==> src/rtl/bfs_pkg.sv <==
// Shared widths, request codes, types and level helpers for the brightness fade stepper.
`default_nettype none

package bfs_pkg;

  localparam int REQ_W = 2;
  localparam int FRM_W = 8;
  localparam int LVL_W = 6;
  localparam int PLN_W = 6;
  localparam int DSP_W = 2;
  // Magnitude of start minus target after clamping: at most 32
  localparam int MAG_W = 6;
  // Remainder accumulator stays below twice the frame count
  localparam int ACC_W = FRM_W + 1;
  // Restoring divider retires one quotient bit per cycle
  localparam int DIV_STEPS = MAG_W;
  localparam int DIV_CNT_W = $clog2(DIV_STEPS + 1);

  localparam logic [REQ_W-1:0] REQ_START = 2'd0;
  localparam logic [REQ_W-1:0] REQ_SET   = 2'd1;
  localparam logic [REQ_W-1:0] REQ_TICK  = 2'd2;

  localparam logic signed [LVL_W-1:0] LVL_MIN = -6'sd16;
  localparam logic signed [LVL_W-1:0] LVL_MAX = 6'sd16;

  typedef logic signed [LVL_W-1:0] level_t;

  // Command from the sequencer to one channel
  typedef struct packed {
    logic             apply;
    logic [REQ_W-1:0] req;
    logic             sel;
    logic             frames_nz;
  } chan_cmd_t;

  // Fade set-up shared by all channels of one start request
  typedef struct packed {
    logic [FRM_W-1:0] frames;
    level_t           target;
    level_t           start;
    logic             down;
    logic [MAG_W-1:0] whole;
    logic [FRM_W-1:0] frac;
    logic [PLN_W-1:0] planes;
  } fade_setup_t;

  // What one channel writes for the pending request, and its busy flag after it
  typedef struct packed {
    logic             wr;
    level_t           level;
    logic [PLN_W-1:0] planes;
    logic             busy;
  } chan_out_t;

  // Divider status towards the sequencer
  typedef struct packed {
    logic busy;
    logic last;
  } div_status_t;

  // Clamp a raw level to the blend range
  function automatic level_t sat_level(input logic [LVL_W-1:0] raw);
    level_t v;
    v = level_t'(raw);
    if (v < LVL_MIN) begin
      return LVL_MIN;
    end else if (v > LVL_MAX) begin
      return LVL_MAX;
    end
    return v;
  endfunction

endpackage

`default_nettype wire

==> src/rtl/bfs_if.sv <==
// Request and result channel interfaces of the brightness fade stepper.
`default_nettype none

interface bfs_req_if
  import bfs_pkg::*;
();
  logic             valid;
  logic             ready;
  logic [REQ_W-1:0] req_type;
  logic [FRM_W-1:0] frame_count;
  logic signed [LVL_W-1:0] target_level;
  logic signed [LVL_W-1:0] start_level;
  logic [PLN_W-1:0] plane_mask;
  logic [DSP_W-1:0] display_mask;

  modport source (
    output valid, req_type, frame_count, target_level, start_level, plane_mask,
           display_mask,
    input  ready
  );
  modport sink (
    input  valid, req_type, frame_count, target_level, start_level, plane_mask,
           display_mask,
    output ready
  );
endinterface

interface bfs_res_if
  import bfs_pkg::*;
();
  logic             valid;
  logic             ready;
  logic             main_write;
  logic signed [LVL_W-1:0] main_level;
  logic [PLN_W-1:0] main_planes;
  logic             sub_write;
  logic signed [LVL_W-1:0] sub_level;
  logic [PLN_W-1:0] sub_planes;
  logic             fade_done;

  modport source (
    output valid, main_write, main_level, main_planes, sub_write, sub_level, sub_planes,
           fade_done,
    input  ready
  );
  modport sink (
    input  valid, main_write, main_level, main_planes, sub_write, sub_level, sub_planes,
           fade_done,
    output ready
  );
endinterface

`default_nettype wire

==> src/rtl/bfs_div.sv <==
// Bit-serial restoring divider: level difference by frame count, one quotient bit a cycle.
`default_nettype none

module bfs_div
  import bfs_pkg::*;
(
  input  wire logic             clk_i,
  input  wire logic             rst_ni,
  input  wire logic             start_i,
  input  wire logic [MAG_W-1:0] dividend_i,
  input  wire logic [FRM_W-1:0] divisor_i,
  output      div_status_t      status_o,
  output      logic [MAG_W-1:0] quot_o,
  output      logic [FRM_W-1:0] rem_o
);

  logic [DIV_CNT_W-1:0] cnt_q, cnt_d;
  logic [MAG_W-1:0]     num_q, num_d;
  logic [FRM_W-1:0]     rem_q, rem_d;
  logic [FRM_W-1:0]     den_q, den_d;
  logic [ACC_W-1:0]     trial;
  logic                 fits;

  // One restoring step: bring in the next dividend bit, subtract if it fits
  always_comb begin
    trial = {rem_q, num_q[MAG_W-1]};
    fits  = trial >= {1'b0, den_q};
    cnt_d = cnt_q;
    num_d = num_q;
    rem_d = rem_q;
    den_d = den_q;
    if (start_i) begin
      cnt_d = DIV_CNT_W'(DIV_STEPS);
      num_d = dividend_i;
      rem_d = '0;
      den_d = divisor_i;
    end else if (cnt_q != '0) begin
      cnt_d = cnt_q - 1'b1;
      num_d = {num_q[MAG_W-2:0], fits};
      rem_d = fits ? FRM_W'(trial - {1'b0, den_q}) : FRM_W'(trial);
    end
  end

  // Step counter
  always_ff @(posedge clk_i or negedge rst_ni) begin
    if (!rst_ni) begin
      cnt_q <= '0;
    end else begin
      cnt_q <= cnt_d;
    end
  end

  // Operand shift registers
  always_ff @(posedge clk_i) begin
    num_q <= num_d;
    rem_q <= rem_d;
    den_q <= den_d;
  end

  assign status_o.busy = cnt_q != '0;
  assign status_o.last = cnt_q == DIV_CNT_W'(1);
  assign quot_o        = num_q;
  assign rem_o         = rem_q;

endmodule

`default_nettype wire

==> src/rtl/bfs_chan.sv <==
// One display channel: fade state and the per-tick Bresenham step.
`default_nettype none

module bfs_chan
  import bfs_pkg::*;
(
  input  wire logic        clk_i,
  input  wire logic        rst_ni,
  input  wire chan_cmd_t   cmd_i,
  input  wire fade_setup_t setup_i,
  output      chan_out_t   out_o
);

  logic             busy_q, busy_d;
  level_t           cur_q, cur_d;
  level_t           goal_q, goal_d;
  logic             down_q, down_d;
  logic [MAG_W-1:0] whole_q, whole_d;
  logic [FRM_W-1:0] frac_q, frac_d;
  logic [ACC_W-1:0] acc_q, acc_d;
  logic [FRM_W-1:0] frames_q, frames_d;
  logic [PLN_W-1:0] planes_q, planes_d;

  logic signed [LVL_W:0] step;
  logic signed [LVL_W:0] nxt;
  logic [ACC_W-1:0]      acc_sum;
  level_t                lvl_carry;

  // Tick arithmetic
  always_comb begin
    step      = down_q ? -$signed({1'b0, whole_q}) : $signed({1'b0, whole_q});
    nxt       = $signed({cur_q[LVL_W-1], cur_q}) + step;
    acc_sum   = acc_q + {1'b0, frac_q};
    lvl_carry = down_q ? level_t'(nxt[LVL_W-1:0] - 1'b1)
                       : level_t'(nxt[LVL_W-1:0] + 1'b1);
  end

  // Next state and write for the pending request
  always_comb begin
    busy_d   = busy_q;
    cur_d    = cur_q;
    goal_d   = goal_q;
    down_d   = down_q;
    whole_d  = whole_q;
    frac_d   = frac_q;
    acc_d    = acc_q;
    frames_d = frames_q;
    planes_d = planes_q;
    out_o    = '0;
    case (cmd_i.req)
      REQ_START: begin
        if (cmd_i.sel && cmd_i.frames_nz) begin
          busy_d   = 1'b1;
          cur_d    = setup_i.start;
          goal_d   = setup_i.target;
          down_d   = setup_i.down;
          whole_d  = setup_i.whole;
          frac_d   = setup_i.frac;
          acc_d    = '0;
          frames_d = setup_i.frames;
          planes_d = setup_i.planes;
          out_o.wr     = 1'b1;
          out_o.level  = setup_i.start;
          out_o.planes = setup_i.planes;
        end
      end
      REQ_SET: begin
        if (cmd_i.sel) begin
          busy_d   = 1'b0;
          cur_d    = '0;
          goal_d   = '0;
          down_d   = 1'b0;
          whole_d  = '0;
          frac_d   = '0;
          acc_d    = '0;
          frames_d = '0;
          planes_d = '0;
          out_o.wr     = 1'b1;
          out_o.level  = setup_i.target;
          out_o.planes = setup_i.planes;
        end
      end
      REQ_TICK: begin
        if (busy_q) begin
          if (nxt != $signed({goal_q[LVL_W-1], goal_q}) && cur_q != goal_q) begin
            cur_d = level_t'(nxt[LVL_W-1:0]);
            acc_d = acc_sum;
            if (acc_sum >= {1'b0, frames_q}) begin
              cur_d = lvl_carry;
              if (lvl_carry != goal_q) begin
                acc_d = acc_sum - {1'b0, frames_q};
              end else begin
                busy_d = 1'b0;
              end
            end
          end else begin
            cur_d  = goal_q;
            busy_d = 1'b0;
          end
          out_o.wr     = 1'b1;
          out_o.level  = cur_d;
          out_o.planes = planes_q;
        end
      end
      default: begin
      end
    endcase
    out_o.busy = busy_d;
  end

  // Channel state, updated when the result is issued
  always_ff @(posedge clk_i or negedge rst_ni) begin
    if (!rst_ni) begin
      busy_q   <= 1'b0;
      cur_q    <= '0;
      goal_q   <= '0;
      down_q   <= 1'b0;
      whole_q  <= '0;
      frac_q   <= '0;
      acc_q    <= '0;
      frames_q <= '0;
      planes_q <= '0;
    end else if (cmd_i.apply) begin
      busy_q   <= busy_d;
      cur_q    <= cur_d;
      goal_q   <= goal_d;
      down_q   <= down_d;
      whole_q  <= whole_d;
      frac_q   <= frac_d;
      acc_q    <= acc_d;
      frames_q <= frames_d;
      planes_q <= planes_d;
    end
  end

endmodule

`default_nettype wire

==> src/rtl/brightness_fade_stepper.sv <==
// Brightness fade stepper top level: request sequencer, serial divider, display channels.
//
// Usage: requests arrive on req_i (valid/ready); each request gives exactly one
// result on res_o (valid/ready). A start request with a nonzero frame count sets up a
// linear fade on the selected displays, a set request writes a level and clears the
// selected displays, and a tick request advances every busy display by one frame.
// Flow: a tick, set or ignored request is captured on acceptance and then
// committed to the output register; the next request is taken only once the
// sequencer is back in idle. A start with a nonzero frame count runs the six-step
// bit-serial divider (difference over frame count) before the commit.
// The result sits in an output register: while it waits the block takes and
// works on the next request, and only issues that one once the register has
// been taken. A stalled receiver therefore holds at most one further request.
// Reset clears every display to idle at level zero; no request is pending.
`default_nettype none

module brightness_fade_stepper
  import bfs_pkg::*;
#(
  parameter int NUM_DISPLAYS = 2
) (
  input  wire logic clk_i,
  input  wire logic rst_ni,
  bfs_req_if.sink   req_i,
  bfs_res_if.source res_o
);

  localparam logic [1:0] ST_IDLE = 2'd0;
  localparam logic [1:0] ST_DIV  = 2'd1;
  localparam logic [1:0] ST_OUT  = 2'd2;

  logic [1:0] state_q, state_d;

  logic             req_fire;
  logic             start_go;
  level_t           tgt_sat, start_sat;
  logic signed [LVL_W:0] diff;
  logic             down_in;
  logic [MAG_W-1:0] mag_in;

  logic [REQ_W-1:0] req_q;
  logic [FRM_W-1:0] frames_q;
  level_t           tgt_q, start_q;
  logic             down_q;
  logic [PLN_W-1:0] planes_q;
  logic [DSP_W-1:0] dmask_q;

  div_status_t      div_st;
  logic [MAG_W-1:0] quot;
  logic [FRM_W-1:0] rem;

  fade_setup_t      setup;
  chan_out_t        chan_out [DSP_W];
  logic             commit;
  logic             res_free;
  logic             res_valid_q;
  logic             done;

  // Clamp incoming levels and find fade direction and magnitude
  always_comb begin
    tgt_sat   = sat_level(req_i.target_level);
    start_sat = sat_level(req_i.start_level);
    diff      = $signed({start_sat[LVL_W-1], start_sat})
              - $signed({tgt_sat[LVL_W-1], tgt_sat});
    down_in   = diff > 0;
    mag_in    = down_in ? MAG_W'(diff) : MAG_W'(-diff);
  end

  assign req_i.ready = state_q == ST_IDLE;
  assign req_fire    = req_i.valid && req_i.ready;
  assign start_go    = req_fire && (req_i.req_type == REQ_START) && (req_i.frame_count != '0);
  assign res_free    = !res_valid_q || res_o.ready;
  assign commit      = (state_q == ST_OUT) && res_free;

  // Sequencer
  always_comb begin
    state_d = state_q;
    unique case (state_q)
      ST_IDLE: begin
        if (req_fire) begin
          state_d = start_go ? ST_DIV : ST_OUT;
        end
      end
      ST_DIV: begin
        if (div_st.last) begin
          state_d = ST_OUT;
        end
      end
      ST_OUT: begin
        if (res_free) begin
          state_d = ST_IDLE;
        end
      end
      default: begin
        state_d = ST_IDLE;
      end
    endcase
  end

  always_ff @(posedge clk_i or negedge rst_ni) begin
    if (!rst_ni) begin
      state_q <= ST_IDLE;
    end else begin
      state_q <= state_d;
    end
  end

  // Request capture
  always_ff @(posedge clk_i) begin
    if (req_fire) begin
      req_q    <= req_i.req_type;
      frames_q <= req_i.frame_count;
      tgt_q    <= tgt_sat;
      start_q  <= start_sat;
      down_q   <= down_in;
      planes_q <= req_i.plane_mask;
      dmask_q  <= req_i.display_mask;
    end
  end

  bfs_div u_div (
    .clk_i      (clk_i),
    .rst_ni     (rst_ni),
    .start_i    (start_go),
    .dividend_i (mag_in),
    .divisor_i  (req_i.frame_count),
    .status_o   (div_st),
    .quot_o     (quot),
    .rem_o      (rem)
  );

  always_comb begin
    setup.frames = frames_q;
    setup.target = tgt_q;
    setup.start  = start_q;
    setup.down   = down_q;
    setup.whole  = quot;
    setup.frac   = rem;
    setup.planes = planes_q;
  end

  // Display channels; absent ones never write and count as idle
  for (genvar c = 0; c < DSP_W; c++) begin : g_chan
    if (c < NUM_DISPLAYS) begin : g_on
      chan_cmd_t cmd;
      assign cmd.apply     = commit;
      assign cmd.req       = req_q;
      assign cmd.sel       = dmask_q[c];
      assign cmd.frames_nz = frames_q != '0;
      bfs_chan u_chan (
        .clk_i   (clk_i),
        .rst_ni  (rst_ni),
        .cmd_i   (cmd),
        .setup_i (setup),
        .out_o   (chan_out[c])
      );
    end else begin : g_off
      assign chan_out[c] = '0;
    end
  end

  assign done = (dmask_q != '0)
             && !(dmask_q[0] && chan_out[0].busy)
             && !(dmask_q[1] && chan_out[1].busy);

  // Result register
  always_ff @(posedge clk_i or negedge rst_ni) begin
    if (!rst_ni) begin
      res_valid_q <= 1'b0;
    end else if (commit) begin
      res_valid_q <= 1'b1;
    end else if (res_o.ready) begin
      res_valid_q <= 1'b0;
    end
  end

  always_ff @(posedge clk_i) begin
    if (commit) begin
      res_o.main_write  <= chan_out[0].wr;
      res_o.main_level  <= chan_out[0].level;
      res_o.main_planes <= chan_out[0].planes;
      res_o.sub_write   <= chan_out[1].wr;
      res_o.sub_level   <= chan_out[1].level;
      res_o.sub_planes  <= chan_out[1].planes;
      res_o.fade_done   <= done;
    end
  end

  assign res_o.valid = res_valid_q;

`ifndef SYNTHESIS
  // A request is only taken once the divider has finished
  a_div_idle_on_accept: assert property (@(posedge clk_i) disable iff (!rst_ni)
    req_fire |-> !div_st.busy)
    else $error("request accepted while divider running");

  // Written main levels stay inside the blend range
  a_main_level_range: assert property (@(posedge clk_i) disable iff (!rst_ni)
    (res_o.valid && res_o.main_write) |->
      ($signed(res_o.main_level) >= LVL_MIN && $signed(res_o.main_level) <= LVL_MAX))
    else $error("main level out of range");

  // A channel that does not write reports zero level and planes
  a_sub_quiet: assert property (@(posedge clk_i) disable iff (!rst_ni)
    (res_o.valid && !res_o.sub_write) |->
      (res_o.sub_level == '0 && res_o.sub_planes == '0))
    else $error("sub fields set without a write");
`endif

endmodule

`default_nettype wire
==> src/flat_wrapper.sv <==
// flat-port wrapper written by rule: the top's interface ports become plain ports
module brightness_fade_stepper_flat import bfs_pkg::*;
#(
  parameter int NUM_DISPLAYS = 2
)
  (clk_i, rst_ni, req_i_valid, req_i_req_type, req_i_frame_count, req_i_target_level, req_i_start_level, req_i_plane_mask, req_i_display_mask, req_i_ready, res_o_valid, res_o_main_write, res_o_main_level, res_o_main_planes, res_o_sub_write, res_o_sub_level, res_o_sub_planes, res_o_fade_done, res_o_ready);
  bfs_req_if req_i_i ();
  bfs_res_if res_o_i ();
  input  wire logic clk_i;
  input  wire logic rst_ni;
  input wire logic [$bits(req_i_i.valid)-1:0] req_i_valid;
  input wire logic [$bits(req_i_i.req_type)-1:0] req_i_req_type;
  input wire logic [$bits(req_i_i.frame_count)-1:0] req_i_frame_count;
  input wire logic [$bits(req_i_i.target_level)-1:0] req_i_target_level;
  input wire logic [$bits(req_i_i.start_level)-1:0] req_i_start_level;
  input wire logic [$bits(req_i_i.plane_mask)-1:0] req_i_plane_mask;
  input wire logic [$bits(req_i_i.display_mask)-1:0] req_i_display_mask;
  output wire logic [$bits(req_i_i.ready)-1:0] req_i_ready;
  output wire logic [$bits(res_o_i.valid)-1:0] res_o_valid;
  output wire logic [$bits(res_o_i.main_write)-1:0] res_o_main_write;
  output wire logic [$bits(res_o_i.main_level)-1:0] res_o_main_level;
  output wire logic [$bits(res_o_i.main_planes)-1:0] res_o_main_planes;
  output wire logic [$bits(res_o_i.sub_write)-1:0] res_o_sub_write;
  output wire logic [$bits(res_o_i.sub_level)-1:0] res_o_sub_level;
  output wire logic [$bits(res_o_i.sub_planes)-1:0] res_o_sub_planes;
  output wire logic [$bits(res_o_i.fade_done)-1:0] res_o_fade_done;
  input wire logic [$bits(res_o_i.ready)-1:0] res_o_ready;
  assign req_i_i.valid = req_i_valid;
  assign req_i_i.req_type = req_i_req_type;
  assign req_i_i.frame_count = req_i_frame_count;
  assign req_i_i.target_level = req_i_target_level;
  assign req_i_i.start_level = req_i_start_level;
  assign req_i_i.plane_mask = req_i_plane_mask;
  assign req_i_i.display_mask = req_i_display_mask;
  assign req_i_ready = req_i_i.ready;
  assign res_o_valid = res_o_i.valid;
  assign res_o_main_write = res_o_i.main_write;
  assign res_o_main_level = res_o_i.main_level;
  assign res_o_main_planes = res_o_i.main_planes;
  assign res_o_sub_write = res_o_i.sub_write;
  assign res_o_sub_level = res_o_i.sub_level;
  assign res_o_sub_planes = res_o_i.sub_planes;
  assign res_o_fade_done = res_o_i.fade_done;
  assign res_o_i.ready = res_o_ready;
  brightness_fade_stepper #(.NUM_DISPLAYS(NUM_DISPLAYS)) u_core (.clk_i(clk_i), .rst_ni(rst_ni), .req_i(req_i_i), .res_o(res_o_i));
endmodule
==> config.mk <==
export PLATFORM = sky130hd
export DESIGN_NAME = brightness_fade_stepper_flat
export DESIGN_NICKNAME = d
export VERILOG_FILES = /design/src/rtl/bfs_pkg.sv /design/src/rtl/bfs_if.sv /design/src/rtl/bfs_div.sv /design/src/rtl/bfs_chan.sv /design/src/rtl/brightness_fade_stepper.sv /design/src/flat_wrapper.sv
export SDC_FILE = /design/constraint.sdc
export NUM_CORES = 1
export LEC_CHECK = 0
export ABC_AREA = 1
export BUFFER_PORTS_ARGS = -buffer_cell sky130_fd_sc_hd__buf_4
export CAP_MARGIN = 20
export CORE_UTILIZATION = 45
export CTS_BUF_LIST = sky130_fd_sc_hd__clkbuf_8 sky130_fd_sc_hd__clkbuf_16
export DETAILED_ROUTE_END_ITERATION = 16
export GPL_TIMING_DRIVEN = 0
export PLACE_DENSITY_LB_ADDON = 0.12
export SLEW_MARGIN = 20
export SYNTH_ARGS = -nofsm -noshare
export SYNTH_HDL_FRONTEND = slang
export SYNTH_HIERARCHICAL = 1
export SYNTH_SLANG_ARGS = --single-unit
==> constraint.sdc <==
create_clock -name clk_i -period 3.6 [get_ports clk_i]
set_input_delay 0.72 -clock clk_i [delete_from_list [all_inputs] [get_ports clk_i]]
set_output_delay 0.72 -clock clk_i [all_outputs]
set_load 0.02 [all_outputs]
==> results <==
- The run finished with clean final reports.
- Summed over all nets, wire length on met3 after detailed routing comes to ~1.5 mm.
- In this run the deepest clock path goes through 2 buffers.
- The per-cell via count in the routed design is 5.29.
- After synthesis the netlist holds a flip-flop and latch count of about 190.
- The critical path is of the flip-flop to flip-flop type.
- For this design the top-level I/O count stands at between 60 and 70.
- TritonCTS built the clock tree.
- Entering global routing, the biggest net connects 75 pins.
- The tree built by TritonCTS fans out to 188 sinks.
- The peak clock frequency supported by timing is 281 MHz.
- In this run the tightest slew margin relative to its limit is ~63%.
- The clock skew is ~0.013 ns.
- The worst path needs 3.56 ns of the cycle, external delays included.
- The clock reaches the later pin of the worst-skew pair after approximately 0.43 ns.
- The number of antenna violations at the first check in global routing was 0.
- The effective utilization at floorplan is a little under half.
- Leaving out fill and tap cells, the most frequent cell in the layout is nand2_1.
- The layout has between 2000 and 3000 filler cells.
- The leading register cell type out of synthesis is dfrtp_1.
- The area growth from synthesis to layout is 19.1%.
- The worst-margin pin slew is about 0.56 ns.
- The total length of routed wires is about 36 mm.
- The number of core rows is slightly above 60.
- Setup violations remaining at the end of the flow were counted as 0.
- The total buffers and inverters traversed by the critical path is 3.
- The tool flagged a number of max-cap violations equal to 0.
- The register area share after synthesis is approximately two fifths.
- Setup repair after global routing could not meet its margin everywhere.
- The total number of yosys warnings is 6.
- The first-pass GRT wire length is about 57 mm.
- The clock transition time at the flip-flop clock pins of the worst setup and hold paths is 0.07 ns.
- The vertical extent of the die is 171 µm.
- The number of hold buffers added after CTS was 0.
- For this block, wires on met1 add up to between 15 and 20 mm.
- Summed over all failing endpoints, the final setup total negative slack is 0 ns.
- The number of buffers created by CTS is 17.
- The number of search-and-repair iterations in the first detailed-routing pass is 5.
- The root cell of the clock tree is clkbuf_16.
- The number of diodes added for antenna fixing is 0.
- The worst endpoint data arrival time is 3.82 ns.
- The total number of vias is ~11000.
- Wire segments on met2 add up to 17.1 mm in the final route.
- A synthesized cell averages 8.04 µm².
- The detailed-placement wirelength estimate is 27.8 mm.
- The count of distinct cell types in the synthesized netlist is between 50 and 60.
- The cell family with the largest share of critical-path delay is simple AND/OR/NAND/NOR gates.
- The highest fanout seen on the critical path is 3.
- The critical path goes through inv_2, ha_4, nand2_4, o21ai_4, inv_2, fa_2, nand3b_1, nand2_1, nand2_1, nand2_1, inv_2, ha_4, a21oi_2, o21ai_2, a21o_1, nand2_2, nand3_2, nand2_2, nand3_2, nand2_2, a21boi_2, or2_4, a22oi_2.
- For the worst setup path, the data required time is roughly 3.9 ns.
- The via count of the first global-routing pass came to ~11000.
- The number of flops mapped to enable cells by yosys is between 70 and 80.
- Timing analysis after detailed placement gives a worst setup slack of -0.845 ns.
- The number of H-tree branching levels is 4.
- Counting every net in the synthesized netlist gives roughly 1700.
- The largest incremental delay on the critical path is roughly 0.43 ns.
- The congestion estimate from routability-driven global placement came to just over 0.9.
- The total area inside the core boundary comes to between 20000 and 30000 µm².
- Of the available clock period, the critical path in the final layout requires approximately 99%.
- The number of nets in the final layout is approximately 1800.
- The final number of max-transition violations is 0.
- The die covers a little under 30000 µm².
- In the final routed layout, each cell accounts on average for between 15 and 20 µm.
- The total overflow left after global routing is 0.
- The global-route usage over all layers is 25.4%.
- After synthesis the cells add up to around 13000 µm².
- The count of buffers inserted at the top-level ports is 62.
- The highest signal layer in the routed design is met4.
- The fraction of final layout cells sized beyond drive strength 1 is between 10% and 20%.
- The share of synthesized registers carrying an async set or reset is between 50% and 60%.
- STA classifies the critical path endpoint as a flip-flop.
- The largest individual stage delay along the critical path comes from the cell dfrtp_1.
- The final setup slack of the worst path is 0.0439 ns.
- The detail route stage leaves a number of antenna-violating nets equal to 0.
- The number of design rule violations left after detail routing is 0.
- The die is between 150 and 200 µm wide.
- STA classifies the critical path startpoint as a flip-flop.
- In the layout the commonest cells are nand2_1 (343), nand3_1 (192), inv_1 (186).
- The final standard cell utilization of the core is a little over half.
- The cell count after synthesis came out at between 1500 and 2000.
- The classification of the worst-slack hold path is input pin to asynchronous set/reset pin.
- The number of hold violations in the final report is 0.
- After the first detailed-routing iteration, the DRC count stood at 943.
## cells by family after synthesis
| logic type | after synthesis | synth area share (%) |
|---|---|---|
| AOI/OAI and AO/OA | 267 | 12.1 |
| xor gates and xnor gates | 58 | 4.02 |
| adders and majority gates | 92 | 9.55 |
| buffers and inverters | 253 | 8.09 |
| DFF | 188 | 39.1 |
| and+or+nand+nor | 738 | 27.1 |
## worst register-to-register path, delay by kind of cell, from the launching register on
| kind | cells | cell delay, ns |
|---|---|---|
| adder cells (fa/ha/maj) | 3 | 0.95 |
| AO/OA/AOI/OAI | 6 | 0.67 |
| flip-flops | 1 | 0.43 |
| buffers and inverters | 3 | 0.20 |
| AND/OR/NAND/NOR | 11 | 1.13 |
## layout make-up
type | instances | area, µm² | area share, %
Timing Repair Buffer | 99 | 803 | 5.25
Clock buffer | 17 | 425 | 2.78
Multi-Input combinational cell | 1155 | 7360 | 48.2
Buffer | 41 | 228 | 1.49
Inverter | 211 | 820 | 5.36
Sequential cell | 188 | 5030 | 32.9
Clock inverter | 15 | 150 | 0.982
Tap cell | 378 | 473 | 3.09
## state kept, by name (all words and copies together) (netlist names), 8 cells and up
name	cells
u_core/frames_q	8
u_core/g_chan.g_on.u_chan/acc_q	18
u_core/g_chan.g_on.u_chan/cur_q	12
u_core/g_chan.g_on.u_chan/frac_q	16
u_core/g_chan.g_on.u_chan/frames_q	16
u_core/g_chan.g_on.u_chan/goal_q	12
u_core/g_chan.g_on.u_chan/planes_q	12
u_core/g_chan.g_on.u_chan/whole_q	12
u_core/u_div/den_q	8
u_core/u_div/rem_o	8
## through the flow
stage / hold WS (ns) / instance area (µm²) / instances
2_1_floorplan: 0.424 / 12800 / 1596
3_3_place_gp: 0.468 / 13800 / 2036
3_5_place_dp: 0.471 / 13900 / 2039
4_1_cts: 0.195 / 14900 / 2092
5_1_grt: 0.198 / 15300 / 2104
6_report: 0.188 / 15300 / 2104
## synth_stat cells (7+ instances only)
master / number / area [µm²]
buf_2: 14 / 70.1
nand2_1: 356 / 1340
inv_1: 192 / 721
nand3_1: 200 / 1000
inv_2: 10 / 37.5
fa_1: 10 / 200
o21ai_0: 91 / 455
o21ai_2: 8 / 70.1
nor3_1: 7 / 35.0
o21ai_1: 9 / 45.0
a31oi_1: 7 / 43.8
clkbuf_1: 16 / 60.1
ha_1: 82 / 1030
a22oi_1: 14 / 105
dfxtp_1: 8 / 160
xnor2_1: 12 / 105
nand2_2: 25 / 156
nand3_2: 16 / 160
edfxtp_1: 72 / 2160
nor2_1: 76 / 285
a21oi_1: 93 / 465
xor2_1: 45 / 394
dfrtp_1: 108 / 2700
a32oi_1: 12 / 105
nand3b_1: 11 / 82.6
nand4_1: 12 / 75.1
## worst paths after layout
check                                                      endpoint  slack, ns                                     from  cells after the start
setup / recovery                             u_core/res_o.fade_done       0.04  u_core/g_chan[1].g_on.u_chan/whole_q[0]                     23
hold / removal               u_core/g_chan[1].g_on.u_chan/goal_q[3]       0.19                                   rst_ni                      1
setup reg to reg                             u_core/res_o.fade_done       0.04  u_core/g_chan[1].g_on.u_chan/whole_q[0]                     23
hold reg to reg               u_core/g_chan[0].g_on.u_chan/acc_q[7]       0.49    u_core/g_chan[0].g_on.u_chan/acc_q[7]                      2
max in group asynchronous  u_core/g_chan[0].g_on.u_chan/planes_q[0]       2.69                                   rst_ni                      2
min in group clk_i                               u_core/planes_q[3]       0.47                      req_i_plane_mask[3]                      1
## timing repair
item                                    in CTS  in global routing
gates cloned                                 0                  1
endpoints found under the setup margin      25                 35
setup buffers                               22                 11
pin swaps                                   37                 46
resized for setup                           78                 58
## layer usage
layer | vias to the layer above | GRT usage [%]
met5 | - | 0
met4 | 0 | 7.76
met3 | 48 | 3.17
met2 | 243 | 41.4
met1 | 5264 | 35.2
li1 | 5581 | -
Power is not shown: default switching activity piles up to over one toggle a cycle in this logic, so the estimate is an artifact.
